**config.mk**
```make
export PLATFORM = sky130hd
export DESIGN_NAME = relative_position_packet_encoder_core
export DESIGN_NICKNAME = d
export VERILOG_FILES = /design/src/design/rppe_pkg.sv /design/src/design/rppe_split.sv /design/src/design/rppe_pipe_ctrl.sv /design/src/design/relative_position_packet_encoder_core.sv
export SDC_FILE = /design/constraint.sdc
export NUM_CORES = 1
export LEC_CHECK = 0
export ABC_AREA = 1
export ABC_CLOCK_PERIOD_IN_PS = 2300
export BUFFER_PORTS_ARGS = -buffer_cell sky130_fd_sc_hd__buf_2
export CAP_MARGIN = 15
export CORE_MARGIN = 3
export CORE_UTILIZATION = 45
export DETAILED_ROUTE_END_ITERATION = 16
export SLEW_MARGIN = 40
export SYNTH_ARGS = -nofsm -noshare
export SYNTH_HDL_FRONTEND = slang
export SYNTH_HIERARCHICAL = 1
export SYNTH_SLANG_ARGS = --single-unit
```
**constraint.sdc**
```tcl
create_clock -name clk -period 2.3 [get_ports clk]
set_clock_uncertainty 0.2 [all_clocks]
set_input_delay 0.345 -clock clk [delete_from_list [all_inputs] [get_ports clk]]
set_output_delay 0.345 -clock clk [all_outputs]
set_load 0.05 [all_outputs]
```
**src/design/rppe_pkg.sv**
```systemverilog
// shared types, widths and constants for the relative position packet encoder
package rppe_pkg;

	// field widths
	localparam int OFS_W   = 16;
	localparam int MAG_W   = 10;
	localparam int RAW_W   = 12;
	localparam int MV_W    = 13;
	localparam int LVL_W   = 4;
	localparam int HDR_W   = 3;
	localparam int FRAME_W = 40;
	localparam int LVL_N   = 16;

	// converter scaling: millivolts = raw * 6600 / 4096
	localparam int RAW_SHIFT = 12;
	localparam int SCALE_W   = RAW_W + MV_W;
	localparam logic [MV_W-1:0] MV_SCALE = MV_W'(6600);

	// header codes
	localparam logic [HDR_W-1:0] HDR_LANDED = 3'b111;
	localparam logic [HDR_W-1:0] HDR_FLIGHT = 3'b000;

	// charge level thresholds in millivolts, index 0 unused
	localparam logic [MV_W-1:0] CHARGE_MV [LVL_N] = '{
		13'd0,    13'd3429, 13'd3468, 13'd3498, 13'd3523, 13'd3542, 13'd3563, 13'd3588,
		13'd3617, 13'd3650, 13'd3687, 13'd3727, 13'd3773, 13'd3823, 13'd3882, 13'd4193
	};

	typedef logic [OFS_W-1:0] mag_t;
	typedef logic [LVL_W-1:0] lvl_t;

	// per stage load enables and valid flags
	typedef struct packed {
		logic en_s1;
		logic en_s2;
		logic en_s3;
		logic vld_s1;
		logic vld_s2;
		logic vld_s3;
	} pipe_ctl_t;

endpackage

```
**src/design/rppe_split.sv**
```systemverilog
// two's complement offset to sign and magnitude
module rppe_split
	import rppe_pkg::*;
(
	input  logic [OFS_W-1:0] value,
	output logic             sign,
	output mag_t             mag
);

	// negate when the top bit is set; the most negative value gives 0x8000
	always_comb begin
		sign = value[OFS_W-1];
		mag  = sign ? (~value + OFS_W'(1)) : value;
	end

endmodule

```
**src/design/rppe_pipe_ctrl.sv**
```systemverilog
// valid tracking and load enables for the three stage pipeline
module rppe_pipe_ctrl
	import rppe_pkg::*;
(
	input  logic      clk,
	input  logic      arst_n,
	input  logic      in_valid,
	input  logic      out_stall,
	output logic      in_stall,
	output pipe_ctl_t ctl
);

	logic vld_s1;
	logic vld_s2;
	logic vld_s3;
	logic adv1;
	logic adv2;
	logic adv3;

	// a stage moves when it is empty or the next one moves
	always_comb begin
		adv3 = !vld_s3 || !out_stall;
		adv2 = !vld_s2 || adv3;
		adv1 = !vld_s1 || adv2;
	end

	// valid flags follow the words down the pipe
	always_ff @(posedge clk or negedge arst_n) begin
		if (!arst_n) begin
			vld_s1 <= 1'b0;
			vld_s2 <= 1'b0;
			vld_s3 <= 1'b0;
		end else begin
			if (adv1) vld_s1 <= in_valid;
			if (adv2) vld_s2 <= vld_s1;
			if (adv3) vld_s3 <= vld_s2;
		end
	end

	assign in_stall   = !adv1;
	assign ctl.en_s1  = adv1;
	assign ctl.en_s2  = adv2;
	assign ctl.en_s3  = adv3;
	assign ctl.vld_s1 = vld_s1;
	assign ctl.vld_s2 = vld_s2;
	assign ctl.vld_s3 = vld_s3;

endmodule

```
**src/design/relative_position_packet_encoder_core.sv**
```systemverilog
// top level of the relative position packet encoder
//
//  channel | handshake             | payload
//  --------+-----------------------+--------------------------------------------------
//  input   | in_valid / in_stall   | lat_offset, lon_offset, alt_offset, battery_raw, landed
//  output  | out_valid / out_stall | frame, charge_level, magnitude_overflow
//
// one word per cycle unless the output stalls; stage 3 holds the result register
// stage 1: sign split and battery scaling multiply; stage 2: threshold compares
// and overflow; stage 3: charge level encode and frame packing
// reset clears only the valid flags; payload registers are left as they are
// a stalled output holds its word while earlier stages keep filling bubbles
module relative_position_packet_encoder_core
	import rppe_pkg::*;
(
	input  logic                clk,
	input  logic                arst_n,
	input  logic                in_valid,
	output logic                in_stall,
	input  logic [OFS_W-1:0]    lat_offset,
	input  logic [OFS_W-1:0]    lon_offset,
	input  logic [OFS_W-1:0]    alt_offset,
	input  logic [RAW_W-1:0]    battery_raw,
	input  logic                landed,
	output logic                out_valid,
	input  logic                out_stall,
	output logic [FRAME_W-1:0]  frame,
	output logic [LVL_W-1:0]    charge_level,
	output logic                magnitude_overflow
);

	pipe_ctl_t ctl;

	logic lat_sign;
	logic lon_sign;
	logic alt_sign;
	mag_t lat_mag;
	mag_t lon_mag;
	mag_t alt_mag;

	logic               lat_sign_s1;
	logic               lon_sign_s1;
	logic               alt_sign_s1;
	mag_t               lat_mag_s1;
	mag_t               lon_mag_s1;
	mag_t               alt_mag_s1;
	logic [SCALE_W-1:0] scaled_s1;
	logic               landed_s1;

	logic [LVL_N-1:1]   above;
	logic [LVL_N-1:1]   above_s2;
	logic               lat_sign_s2;
	logic               lon_sign_s2;
	logic               alt_sign_s2;
	logic [MAG_W-1:0]   lat_mag_s2;
	logic [MAG_W-1:0]   lon_mag_s2;
	logic [MAG_W-1:0]   alt_mag_s2;
	logic               ovf_s2;
	logic               landed_s2;

	lvl_t               level;
	logic [FRAME_W-1:0] frame_s3;
	lvl_t               level_s3;
	logic               ovf_s3;

	// handshake and stage enables
	rppe_pipe_ctrl u_ctrl (
		.clk       (clk),
		.arst_n    (arst_n),
		.in_valid  (in_valid),
		.out_stall (out_stall),
		.in_stall  (in_stall),
		.ctl       (ctl)
	);

	// sign and magnitude of each offset
	rppe_split u_split_lat (.value(lat_offset), .sign(lat_sign), .mag(lat_mag));
	rppe_split u_split_lon (.value(lon_offset), .sign(lon_sign), .mag(lon_mag));
	rppe_split u_split_alt (.value(alt_offset), .sign(alt_sign), .mag(alt_mag));

	// stage 1: split offsets, scale battery reading
	always_ff @(posedge clk) begin
		if (ctl.en_s1) begin
			lat_sign_s1 <= lat_sign;
			lon_sign_s1 <= lon_sign;
			alt_sign_s1 <= alt_sign;
			lat_mag_s1  <= lat_mag;
			lon_mag_s1  <= lon_mag;
			alt_mag_s1  <= alt_mag;
			scaled_s1   <= SCALE_W'(battery_raw) * SCALE_W'(MV_SCALE);
			landed_s1   <= landed;
		end
	end

	// scaled reading against each threshold times 4096
	always_comb begin
		for (int i = 1; i < LVL_N; i++) begin
			above[i] = scaled_s1 > {CHARGE_MV[i], RAW_SHIFT'(0)};
		end
	end

	// stage 2: compares, truncated magnitudes, overflow
	always_ff @(posedge clk) begin
		if (ctl.en_s2) begin
			above_s2    <= above;
			lat_sign_s2 <= lat_sign_s1;
			lon_sign_s2 <= lon_sign_s1;
			alt_sign_s2 <= alt_sign_s1;
			lat_mag_s2  <= lat_mag_s1[MAG_W-1:0];
			lon_mag_s2  <= lon_mag_s1[MAG_W-1:0];
			alt_mag_s2  <= alt_mag_s1[MAG_W-1:0];
			ovf_s2      <= (|lat_mag_s1[OFS_W-1:MAG_W]) || (|lon_mag_s1[OFS_W-1:MAG_W])
			            || (|alt_mag_s1[OFS_W-1:MAG_W]);
			landed_s2   <= landed_s1;
		end
	end

	// highest threshold exceeded
	always_comb begin
		level = '0;
		for (int i = 1; i < LVL_N; i++) begin
			if (above_s2[i]) level = LVL_W'(i);
		end
	end

	// stage 3: pack the frame
	always_ff @(posedge clk) begin
		if (ctl.en_s3) begin
			frame_s3 <= {landed_s2 ? HDR_LANDED : HDR_FLIGHT,
			             lat_sign_s2, lat_mag_s2,
			             lon_sign_s2, lon_mag_s2,
			             alt_sign_s2, alt_mag_s2,
			             level};
			level_s3 <= level;
			ovf_s3   <= ovf_s2;
		end
	end

	assign out_valid          = ctl.vld_s3;
	assign frame              = frame_s3;
	assign charge_level       = level_s3;
	assign magnitude_overflow = ovf_s3;

	// charge level in the frame tail matches the separate field
	a_level_copy: assert property (@(posedge clk) disable iff (!arst_n)
		out_valid |-> frame[LVL_W-1:0] == charge_level)
		else $error("charge level field differs from frame tail");

	// header is all ones or all zeros
	a_header: assert property (@(posedge clk) disable iff (!arst_n)
		out_valid |-> (frame[FRAME_W-1:FRAME_W-HDR_W] == HDR_LANDED
		            || frame[FRAME_W-1:FRAME_W-HDR_W] == HDR_FLIGHT))
		else $error("malformed frame header");

	// an empty output stage never pushes back on the input
	a_no_false_stall: assert property (@(posedge clk) disable iff (!arst_n)
		!out_valid |-> !in_stall)
		else $error("input stalled with empty output stage");

	// a full pipe behind a stalled output must stall the input
	a_full_stall: assert property (@(posedge clk) disable iff (!arst_n)
		(ctl.vld_s1 && ctl.vld_s2 && ctl.vld_s3 && out_stall) |-> in_stall)
		else $error("input accepted into a full stalled pipe");

endmodule
```
-- After elaboration in Yosys (flattened, before gate mapping)
Index checks and enable logic that the tools add are counted.
- flip-flop bits (word level): 172
- bits of input ports: 65
- add/subtract/negate cells: 3
- multiply operators: 1
- magnitude comparators: 15
- mux-type cells: 19
- bitwise gates (word level): 3
- reductions and logical operators: 13
- operators with widths (kind ; count):
    $gt 25x24->1 const B ; 14
    $mux 4 ; 14
    $add 16x1->16 const B ; 3
    $not 16->16 ; 3
    $mux 15 ; 3
    $gt 25x25->1 const B ; 1
    $mul 12x10->22 const B ; 1
    $reduce_or 6->1 ; 3
    $logic_not 1->1 ; 5
    $logic_or 1x1->1 ; 5
    $mux 3 ; 1
    $mux 1 ; 1

-- Longest topological paths before layout
Gate-level depths: netlist (run 1).
- depth after elaboration: 15
- depth in mapped cells: 20

-- By module
The synthesis (run 1) kept the hierarchy.
- by module, submodules not included (module ; times used ; cells an instance ; area an instance (µm²)):
    relative_position_packet_encoder_core ; 1 ; 663 ; 8341.8
    rppe_split ; 3 ; 91 ; 435.4
    rppe_pipe_ctrl ; 1 ; 19 ; 167.7

-- Least setup slack after synthesis (run 1)
OpenSTA, ideal clock, no wires.
- path type: input port to flip-flop
- start: input battery_raw[1]
- end: register scaled_s1[24] (data pin)
- setup time: 252 ps
- arrival time: 3761 ps
- required time: 1848 ps
- slack: -1913 ps
- stages: 18
- cell sequence: ha_1 -> xor2_1 -> ha_1 -> fa_1 -> fa_1 -> inv_1 -> fa_1 -> inv_1 -> ha_1 -> a21o_1 -> nor2_1 -> nand2_1 -> nand2_1 -> nand2_1 -> nand2_1 -> nand2_1 -> nand2_1 -> nand2_1
- word-level cells in the longest chain between the ends: 1
- ends and longest elaborated chain (what ; RTL line ; RTL):
    from (decl) ; relative_position_packet_encoder_core.sv:23 ; input logic [RAW_W-1:0] battery_raw,
    $mul 12x10->22 ; relative_position_packet_encoder_core.sv:90 ; scaled_s1 <= SCALE_W'(battery_raw) * SCALE_W'(MV_SCALE);
    to (signal assigned) ; relative_position_packet_encoder_core.sv:90 ;
    to (decl) ; relative_position_packet_encoder_core.sv:47 ; logic [SCALE_W-1:0] scaled_s1;
No other way between the ends.
A chain may end at the register's enable or synchronous reset.

-- Worst setup path in the final report (run 1)
- start: input battery_raw[2]
- end: register scaled_s1[24] (data pin)
The elaborated chain is that of the path after synthesis.

==> results.py, run 1 <==
metrics = {
    "outcome": {
        "status": "finished, violations left",
        "failed_checks": "negative setup slack",
    },
    "die": {
        "num_rows": 53,
        "die_h_um": 153.6,
        "dieWidth_um": 153.6,
        "initial_utilization_pct": 46.19,
        "core_area_um2": 21220,
        "io_pins": 112,
        "design.die.area_um2": 23590,
    },
    "synth": {
        "synthesis.area_um2": 9801,
        "syn-instance-count": 953,
        "avgSynthCellArea_um2": 10.28,
        "synth_fp_nets": 1125,
        "synth.yosys.warnings": 6,
    },
    "route": {
        "route.antenna.remaining_nets": 0,
        "detailroute.via_count": 6980,
        "detail_route.vias_per_cell": 4.864,
        "drt-initial-drc-count": 344,
        "finalWirelength_um": 20590,
        "drc": 0,
        "routedWlPerCell_um": 14.35,
        "detail_route.first_pass.iterations": 4,
    },
    "power": {
        "peakVddDrop_uv": 743.3,
        "p_leak_uw": 0.005643,
        "total_power_per_unit_cell_area_nw_per_um2": 1169,
    },
    "final_layout": {
        "core_occupancy_in_the_finished_layout_pct": 59.56,
        "num-nets-final": 1317,
        "drive_gt1_share_pct": 30.83,
        "layout.cells.non_filler": 1435,
        "flow.area_growth_from_synthesis_pct": 28.97,
        "final_area_um2": 12640,
    },
    "clocking": {
        "tritoncts.num_buffers": 17,
        "htree_num_levels": 4,
        "tritoncts": "yes",
        "clock_latency_ns": 0.42,
        "root_buffer": "clkbuf_16",
        "worst_setup_hold_path_clk_slew_ns": 0.07,
        "cts-root-to-sink-buffers": 2,
        "clock_sinks": 166,
    },
    "placement": {
        "buffer_ports.inserted": 111,
        "place.gp.congestion": 0.8751,
        "dp_worst_setup_slack_ns": -1.919,
        "place.detailed.instances": 1387,
        "dp_hpwl_um": 15890,
        "placedInstanceArea_um2": 11490,
    },
    "timing": {
        "timing.final.crit_share_pct": 159.4,
        "layout_setup_ws_ns": -1.366,
        "layout_min_cycle_time_ns": 3.666,
        "maximum_clock_frequency_mhz": 272.8,
        "timing.final.hold_violations": 0,
        "finalSetupViolations": 16,
        "grt_setup_unrepaired": "yes",
        "max_slew_margin_pct": 65.88,
        "timing.final.max_slew_violations": 0,
        "tightest_slew_ns": 0.5064,
    },
    "critical_path": {
        "ff2ff_path_depth": 7,
        "cp_max_fo": 4,
        "reg2reg_to": "above_s2[5]",
        "regToRegStartpoint": "scaled_s1[4]",
        "register_to_register_setup_slack_ns": 0.26,
        "timing.critical_path.from_type": "input pin",
        "cp.required_ns": 2.28,
        "crit_path_class": "in -> reg",
        "end_kind": "flip-flop",
        "arrival_ns": 3.64,
    },
    "worst_hold_path": {
        "timing.hold.worst_path_depth": 2,
        "worstHoldPathType": "in -> reg",
        "hold_start": "battery_raw[1]",
        "timing.hold.worst_endpoint": "scaled_s1[4]",
    },
    "global_routing": {
        "gr_util_all_layers_pct": 17.29,
        "overflow": 0,
        "grt_antenna_before_repair": 2,
        "number_of_global_route_vias_before_repair": 6819,
        "largest_net_degree_at_the_start_of_global_routing": 76,
        "grt_pass1_wl_um": 33000,
    },
    "run": {
        "maxCapViolations": 0,
    },
}
how the worst max path moves through the flow:
stage | slack, ns | to | depth (start not counted) | from
final | -1.37 | scaled_s1[24] | 19 | battery_raw[2]
after global routing | -1.51 | scaled_s1[24] | 19 | battery_raw[1]
after CTS | -1.35 | scaled_s1[21] | 19 | battery_raw[2]
after detailed placement | -1.92 | scaled_s1[23] | 18 | battery_raw[1]
after global placement | -1.87 | scaled_s1[21] | 19 | battery_raw[1]
after floorplan | -1.58 | scaled_s1[24] | 18 | battery_raw[1]
cells in the final DEF, fill, tap and decap left out, types with 4 or more instances in the layout:
cell             n
buf_4           70
ha_1            39
inv_1          124
o21ai_0         12
nor2_2           5
inv_2           20
a21o_1           5
xnor2_1         15
buf_2          105
nand2_2         23
nand4_1         15
nor4_1          11
nand2_1        171
buf_12           4
clkbuf_16       17
dlygate4sd3_1    6
fa_1            28
buf_6           16
xor2_2           4
inv_8            5
nor3_1          11
ha_4            37
nand2_4          4
o21ai_2          5
nand3_1         57
o21ai_1         13
xor2_1          15
nor2_1          83
a21oi_1         14
a21oi_2          8
edfxtp_1       163
critical path, stage by stage:
cell and delay (ns):
buf_12 0.11, ha_4 0.26, xor2_4 0.19, ha_4 0.28, fa_1 0.41, fa_1 0.49
inv_1 0.05, fa_1 0.49, inv_2 0.05, ha_4 0.23, a21o_1 0.18, nor2_2 0.10
nand2_2 0.07, nand2_2 0.09, nand2_2 0.07, nand2_2 0.07, nand2_1 0.04, nand2_1 0.05
nand2_1 0.04
state kept, by name, summed over array words and instances, names as in the netlist, 10 cells and up:
| register | count |
|---|---|
| lat_mag_s2 | 10 |
| lon_mag_s1 | 16 |
| scaled_s1 | 22 |
| lon_mag_s2 | 10 |
| above_s2 | 15 |
| alt_mag_s1 | 16 |
| lat_mag_s1 | 16 |
| alt_mag_s2 | 10 |
| frame | 38 |
through the flow:
stage | power (uW) | setup TNS (ns) | hold slack [ns]
after floorplan | 8862 | -20.36 | -0.1506
after global placement | 10940 | -26.79 | -0.05426
after detailed placement | 10940 | -27.31 | -0.05129
after CTS | 14320 | -17.49 | 0.0002410
after global routing | 15830 | -19.78 | 0.006481
final | 14780 | -18.24 | 0.01743
metal layers:
layer	part of all wire [%]	up-vias	global-route usage [%]
li1	-	3585	-
met1	47	3246	23.49
met2	48	127	28.45
met3	3.3	22	2.758
met4	1.6	0	5.971
met5	0	-	0
report_power, final:
group          switching (uW)  internal (uW)  leakage [uW]
clock                    1310           1470      0.000290
sequential                376           4200       0.00169
combinational            4050           3370       0.00366
layout make-up:
type | count | area (um2)
sequential | 166 | 4970
fill | 1833 | 8581
inverter | 145 | 549.3
tap | 275 | 344.1
multi-input combinational | 614 | 4802
clock inverter | 15 | 172.7
antenna | 2 | 5.005
timing repair buffer | 201 | 1371
clock buffer | 17 | 425.4
timing repair:
item / in CTS / in global routing
buffers inserted: 3 / 5
hold buffers: 6 / 0
setup endpoints to repair: 17 / 16
gates resized for setup: 58 / 38
cloned: 0 / 0
pin swaps: 41 / 27
endpoints found under the hold margin: 8 / 0
No activity file was read; power rests on OpenSTA's default activity.
==> run 2, diff against run 1 <==
--- a/config.mk
+++ b/config.mk
@@ -6,12 +6,13 @@
 export NUM_CORES = 1
 export LEC_CHECK = 0
 export ABC_AREA = 1
-export ABC_CLOCK_PERIOD_IN_PS = 2300
+export ABC_CLOCK_PERIOD_IN_PS = 3300
 export BUFFER_PORTS_ARGS = -buffer_cell sky130_fd_sc_hd__buf_2
 export CAP_MARGIN = 15
 export CORE_MARGIN = 3
 export CORE_UTILIZATION = 45
 export DETAILED_ROUTE_END_ITERATION = 16
+export PLACE_DENSITY = 0.67
 export SLEW_MARGIN = 40
 export SYNTH_ARGS = -nofsm -noshare
 export SYNTH_HDL_FRONTEND = slang
==> constraint.sdc (replaced) <==
create_clock -name clk -period 3.3 [get_ports clk]
set_clock_uncertainty 0.2 [all_clocks]
set_input_delay 0.495 -clock clk [delete_from_list [all_inputs] [get_ports clk]]
set_output_delay 0.495 -clock clk [all_outputs]
set_load 0.05 [all_outputs]
==> run 2 against run 1 <==
  * The flow still finishes with violations (negative setup slack)
  * Combinational power is 33% lower
  * Setup slack better by 0.84 ns
  * Non-clock buffer count is 15 lower
  * First-iteration DRC count is 24% higher
  * Die area stayed put
  * Critical path depth is 2 lower
  * Hold slack better by 0.059 ns
  * Count of clock-buffer cells in the layout stayed put
  * Critical endpoint is now scaled_s1[15]
  * Highest routed layer is now met5
==> results.py, run 2 (synthesized netlist as in run 1, its figures left out) <==
metrics = {
    "outcome": {
        "status": "finished, violations left",
        "failed_checks": "negative setup slack",
    },
    "timing": {
        "timing.final.hold_violations": 0,
        "layout_min_cycle_time_ns": 3.830,
        "finalSetupViolations": 13,
        "max_slew_margin_pct": 60.16,
        "maximum_clock_frequency_mhz": 261.1,
        "grt_setup_unrepaired": "yes",
        "tns_ns": -5.438,
        "timing.final.crit_share_pct": 116.1,
        "tightest_slew_ns": 0.5969,
        "timing.final.max_slew_violations": 0,
        "layout_setup_ws_ns": -0.5298,
    },
    "final_layout": {
        "flow.area_growth_from_synthesis_pct": 25.24,
        "final_cell_mix": "nand2_1, edfxtp_1, inv_1",
        "drive_gt1_share_pct": 28.17,
        "mostFrequentLayoutCell": "nand2_1",
        "core_occupancy_in_the_finished_layout_pct": 57.84,
        "largest_register_ffs": 38,
        "num-nets-final": 1302,
    },
    "clocking": {
        "htree_num_levels": 4,
        "clock_latency_ns": 0.43,
        "tritoncts.num_buffers": 17,
        "worst_setup_hold_path_clk_slew_ns": 0.07,
        "tritoncts": "yes",
        "clock_sinks": 166,
        "cts-root-to-sink-buffers": 2,
        "root_buffer": "clkbuf_16",
    },
    "die": {
        "io_pins": 112,
        "initial_utilization_pct": 46.19,
        "core_area_um2": 21220,
        "dieWidth_um": 153.6,
        "die_h_um": 153.6,
        "design.die.area_um2": 23590,
        "num_rows": 53,
    },
    "placement": {
        "dp_worst_setup_slack_ns": -1.024,
        "dp_hpwl_um": 16350,
        "place.gp.congestion": 0.9269,
        "buffer_ports.inserted": 111,
    },
    "worst_hold_path": {
        "worstHoldPathType": "in -> reg",
    },
    "critical_path": {
        "timing.critical_path.from_type": "input pin",
        "end_kind": "flip-flop",
        "cp.required_ns": 3.27,
        "crit_path_class": "in -> reg",
        "arrival_ns": 3.80,
        "cp_max_fo": 4,
    },
    "route": {
        "drt-initial-drc-count": 426,
        "routedWlPerCell_um": 14.69,
        "detailroute.via_count": 6989,
        "drc": 0,
        "route.antenna.remaining_nets": 0,
        "finalWirelength_um": 20850,
        "detail_route.vias_per_cell": 4.925,
        "detail_route.first_pass.iterations": 5,
    },
    "power": {
        "total_power_per_unit_cell_area_nw_per_um2": 824.2,
        "total_switching_power_uw": 3949,
        "peakVddDrop_uv": 454.8,
        "sw_frac_of_total_pct": 39.04,
        "power.combinational.fraction_pct": 49.0,
        "p_leak_uw": 0.005547,
        "cell_internal_pwr_uw": 6168,
        "p_seq_share_pct": 31.9,
        "p_clk_share_pct": 19.1,
        "total_power_uw": 10120,
    },
    "global_routing": {
        "number_of_global_route_vias_before_repair": 6871,
        "overflow": 0,
        "largest_net_degree_at_the_start_of_global_routing": 41,
        "grt_antenna_before_repair": 4,
        "grt_pass1_wl_um": 33710,
        "gr_util_all_layers_pct": 17.72,
    },
    "run": {
        "maxCapViolations": 0,
    },
}
## run 2: cell types whose count changed in the layout (fill, tap and decap cells not counted), moves of 3 or more
cell,delta
nand2_2,-4
nand2_1,+4
buf_12,-4
ha_4,-9
ha_1,+10
dlygate4sd3_1,-5
xor2_1,+4
xor2_2,-3
inv_2,-5
buf_6,-8
inv_1,+5
## run 2: layout make-up
type | instances | area, um2
Timing Repair Buffer | 186 | 1181
Inverter | 145 | 549.3
Tap cell | 275 | 344.1
Fill cell | 1760 | 8946
Antenna cell | 1 | 2.502
Clock buffer | 17 | 425.4
Clock inverter | 15 | 181.4
Sequential cell | 166 | 4970
Multi-Input combinational cell | 614 | 4621
## run 2: critical path, cell delays in order
cell	delay [ns]
buf_8	0.11
ha_4	0.23
xor2_1	0.16
ha_1	0.18
a21o_1	0.17
fa_1	0.45
fa_1	0.48
inv_1	0.05
fa_1	0.49
inv_2	0.04
ha_4	0.23
nand2_2	0.10
inv_2	0.06
a21oi_2	0.15
nand2_2	0.10
buf_4	0.14
xor2_1	0.14
## run 2: per-stage QoR
| stage | cells | hold WS, ns | area, um2 |
|---|---|---|---|
| 2_1_floorplan | 953 | -0.0005910 | 10100 |
| 3_3_place_gp | 1378 | 0.09292 | 11320 |
| 3_5_place_dp | 1378 | 0.09447 | 11320 |
| 4_1_cts | 1417 | 0.03718 | 12230 |
| 5_1_grt | 1419 | 0.04259 | 12270 |
| 6_report | 1419 | 0.07648 | 12270 |
## run 2: path summary, 6_finish.rpt
kind	startpoint	to	slack (ns)	cells after the start
worst max-delay path	battery_raw[1]	scaled_s1[15]	-0.53	17
worst min-delay path	lat_offset[0]	lat_mag_s1[0]	0.08	1
worst max register to register	scaled_s1[17]	above_s2[14]	1.15	7
worst min register to register	alt_mag_s2[9]	frame[13]	0.21	0
max in group asynchronous	arst_n	u_ctrl/vld_s1	2.58	2
min in group asynchronous	arst_n	u_ctrl/vld_s2	0.21	2
## run 2: per-layer routing
layer  global-route usage [%]  share of wire (%)  vias up
li1                         -                  -     3553
met1                    22.85                 43     3244
met2                    30.00                 50      156
met3                    4.109                4.9       30
met4                    5.299                1.6        6
met5                        0               0.16        -
## run 2: power groups by stage
| stage | logic (uW) | registers (uW) | clock network (uW) |
|---|---|---|---|
| 6_report | 4950 | 3230 | 1930 |
| 5_1_grt | 5480 | 3280 | 2080 |
| 4_1_cts | 4810 | 3230 | 1990 |
| 3_5_place_dp | 4280 | 3270 | 0 |
| 3_3_place_gp | 4270 | 3260 | 0 |
| 2_1_floorplan | 2820 | 3330 | 0 |
## run 2: timing repair
| action | 4_1_cts | 5_1_grt |
|---|---|---|
| hold buffers | 1 | 0 |
| gates resized for setup | 56 | 11 |
| endpoints found under the setup margin | 13 | 14 |
| endpoints found under the hold margin | 3 | 0 |
| pin swaps | 31 | 4 |
| gates cloned | 0 | 0 |
| setup buffers | 6 | 1 |
==> run 3, diff against run 2 <==
--- a/config.mk
+++ b/config.mk
@@ -9,12 +9,13 @@
 export ABC_CLOCK_PERIOD_IN_PS = 3300
 export BUFFER_PORTS_ARGS = -buffer_cell sky130_fd_sc_hd__buf_2
 export CAP_MARGIN = 15
+export CELL_PAD_IN_SITES_DETAIL_PLACEMENT = 1
+export CELL_PAD_IN_SITES_GLOBAL_PLACEMENT = 1
 export CORE_MARGIN = 3
-export CORE_UTILIZATION = 45
+export CORE_UTILIZATION = 43
 export DETAILED_ROUTE_END_ITERATION = 16
-export PLACE_DENSITY = 0.67
+export PLACE_DENSITY_LB_ADDON = 0.1
 export SLEW_MARGIN = 40
 export SYNTH_ARGS = -nofsm -noshare
 export SYNTH_HDL_FRONTEND = slang
-export SYNTH_HIERARCHICAL = 1
 export SYNTH_SLANG_ARGS = --single-unit
==> run 3 against run 2 <==
  * The flow still finishes with violations (negative setup slack)
  * Flip-flop and latch count unchanged
  * Area after synthesis decreased by 4.5%
  * Die area about the same
  * Via count decreased by 4.9%
  * Sequential share of layout area increased by 0.22 points
  * Design area decreased by 0.51%
  * Setup slack got worse by 0.13 ns
  * Utilization decreased by 0.29 points
  * Wire length increased by 14%
  * Hold slack got worse by 0.0091 ns
  * Total power increased by 5.8%
  * Non-clock buffer count increased by 14
==> results.py, run 3 <==
metrics = {
    "outcome": {
        "status": "finished, violations left",
        "failed_checks": "negative setup slack",
    },
    "route": {
        "drt-initial-drc-count": 250,
        "route.antenna.remaining_nets": 0,
        "detailroute.via_count": 6649,
        "detail_route.first_pass.iterations": 6,
        "routedWlPerCell_um": 18.01,
        "drc": 0,
        "detail_route.vias_per_cell": 5.037,
        "finalWirelength_um": 23770,
    },
    "critical_path": {
        "path_cells": "buf_8 -> ha_4 -> xor2_1 -> ha_1 -> fa_1 -> fa_1 -> fa_1 -> ha_4 -> a21oi_4 -> o21a_1 -> nand2_2 -> a21oi_4 -> o21bai_2 -> xor2_1",
        "longest_individual_stage_delay_on_the_worst_path_ns": 0.56,
        "ff2ff_path_depth": 6,
        "regToRegStartpoint": "u_ctrl.vld_s3",
        "register_to_register_setup_slack_ns": 1.00,
        "cp_max_fo": 4,
        "critical-path-slowest-cell": "fa_1",
        "crit_path_class": "in -> reg",
        "arrival_ns": 3.93,
        "cp.required_ns": 3.27,
        "timing.critical_path.from_type": "input pin",
        "cp_common_cell": "fa_1",
        "reg2reg_to": "alt_mag_s1[8]",
        "critical_path_buf_inv_count": 1,
        "end_kind": "flip-flop",
        "worst_path_dominant_cell_family": "adder cells",
    },
    "synth": {
        "synth-edff-count": 163,
        "ys_ff_latch": 166,
        "ys_top_cells_by_area": "edfxtp_1, ha_1, fa_1",
        "synth_top_cell_area_share_pct": 52.30,
        "synthesis.area_um2": 9359,
        "synth.distinct_cells": 49,
        "synth.cells.most_frequent": "edfxtp_1, inv_1, nand2_1, ha_1, nor2_1",
        "post_synth_top_area_cell": "edfxtp_1",
        "synth-main-ff-cell": "edfxtp_1",
        "synthMostInstantiatedCell": "edfxtp_1",
        "synth-seq-area-share_pct": 53.10,
        "ys_async_sr_fraction_pct": 1.807,
        "syn-instance-count": 825,
        "synth.yosys.warnings": 0,
        "avgSynthCellArea_um2": 11.34,
        "synth_fp_nets": 997,
    },
    "global_routing": {
        "overflow": 0,
        "gr_util_all_layers_pct": 19.95,
        "largest_net_degree_at_the_start_of_global_routing": 52,
        "grt_antenna_before_repair": 1,
        "grt_pass1_wl_um": 37360,
        "number_of_global_route_vias_before_repair": 7315,
    },
    "clocking": {
        "tritoncts.num_buffers": 17,
        "root_buffer": "clkbuf_16",
        "clock_sinks": 166,
        "tritoncts": "yes",
        "worst_setup_hold_path_clk_slew_ns": 0.08,
        "htree_num_levels": 4,
        "clock_latency_ns": 0.42,
        "cts-root-to-sink-buffers": 2,
    },
    "final_layout": {
        "num-nets-final": 1203,
        "final_cell_mix": "edfxtp_1, inv_1, nand2_1",
        "mostFrequentLayoutCell": "edfxtp_1",
        "layout.cells.non_filler": 1320,
        "final_area_um2": 12210,
        "drive_gt1_share_pct": 32.85,
        "flow.area_growth_from_synthesis_pct": 30.48,
        "core_occupancy_in_the_finished_layout_pct": 57.55,
        "largest_register_ffs": 38,
    },
    "placement": {
        "place.detailed.instances": 1275,
        "buffer_ports.inserted": 111,
        "placedInstanceArea_um2": 11200,
        "dp_hpwl_um": 18640,
        "place.gp.congestion": 0.8966,
    },
    "worst_hold_path": {
        "worstHoldPathType": "in -> reg",
        "timing.hold.worst_endpoint": "lon_mag_s1[0]",
        "timing.hold.worst_path_depth": 1,
        "hold_start": "lon_offset[0]",
    },
    "die": {
        "initial_utilization_pct": 44.10,
        "design.die.area_um2": 23570,
        "die_h_um": 153.5,
        "core_area_um2": 21220,
        "dieWidth_um": 153.5,
        "num_rows": 53,
        "io_pins": 112,
    },
    "timing": {
        "timing.final.hold_violations": 0,
        "grt_setup_unrepaired": "yes",
        "maximum_clock_frequency_mhz": 252.2,
        "layout_setup_ws_ns": -0.6645,
        "max_slew_margin_pct": 56.39,
        "timing.final.max_slew_violations": 0,
        "tns_ns": -6.817,
        "finalSetupViolations": 13,
        "fin_worst_hold_slack_ns": 0.06743,
        "layout_min_cycle_time_ns": 3.964,
        "timing.final.crit_share_pct": 120.1,
        "tightest_slew_ns": 0.6542,
    },
    "power": {
        "total_power_per_unit_cell_area_nw_per_um2": 876.5,
        "p_leak_uw": 0.005311,
        "peakVddDrop_uv": 399.3,
    },
    "run": {
        "maxCapViolations": 0,
    },
}
run 3: worst reg2reg max path: stages (launching register included):
cell and delay, ns:
dfrtp_2 0.42, nand2_8 0.22, nor2_4 0.19, clkinvlp_4 0.13, nor2_4 0.18, clkinvlp_4 0.38, buf_12 0.33
run 3: repair_timing:
item | 4_1_cts | 5_1_grt
endpoints found under the setup margin | 14 | 14
hold buffers | 1 | 0
gates resized for setup | 39 | 30
endpoints found under the hold margin | 3 | 0
setup buffers | 12 | 1
pin swaps | 42 | 19
run 3: routing by layer:
metal | GRT usage [%] | vias to the layer above | part of all wire (%) | wire length [um]
met1 | 23.58 | 3227 | 41 | 9691
met2 | 37.20 | 150 | 54 | 12860
li1 | - | 3239 | - | -
met3 | 3.349 | 33 | 3.0 | 702
met5 | 0 | - | 0 | 0
met4 | 5.845 | 0 | 2.1 | 511
run 3: per-stage QoR:
stage / setup WS (ns) / total power [uW]
floorplan: -0.7702 / 6248
global placement: -1.026 / 7879
detailed placement: -1.212 / 8051
CTS: -0.6241 / 10460
global route: -0.7811 / 11400
finish: -0.6645 / 10700
run 3: worst max path at each step:
stage	from	end	slack (ns)	cells past startpoint
floorplan	battery_raw[2]	scaled_s1[21]	-0.77	15
global placement	battery_raw[2]	scaled_s1[20]	-1.03	16
detailed placement	battery_raw[2]	scaled_s1[20]	-1.21	16
CTS	battery_raw[2]	scaled_s1[20]	-0.62	15
global route	battery_raw[1]	scaled_s1[16]	-0.78	15
finish	battery_raw[1]	scaled_s1[20]	-0.66	14
run 3: layout make-up:
type,instances,area [um2]
sequential,166,4971
clock buffer,17,425.4
antenna,1,2.502
multi-input combinational,516,4429
inverter,130,495.5
timing repair buffer,200,1346
tap,275,344.1
clock inverter,15,197.7
fill,2246,9009
run 3: kinds of logic (layout without fill, tap and decap cells):
| logic type | Yosys count | count (layout) | share of synthesized area [%] |
|---|---|---|---|
| compound gates | 81 | 81 | 5.468 |
| flops | 166 | 166 | 53.10 |
| simple gates | 271 | 271 | 13.40 |
| fa+ha+maj | 107 | 107 | 16.63 |
| other cells | 0 | 1 | 0 |
| buf+inv | 143 | 362 | 6.070 |
| xor+xnor | 57 | 57 | 5.334 |
run 3: power breakdown:
part           total [uW]  internal, uW  switching (uW)  leakage, uW
clock network        2000          1040             954     0.000297
logic                5490          2420            3070      0.00333
registers            3220          2940             278      0.00169
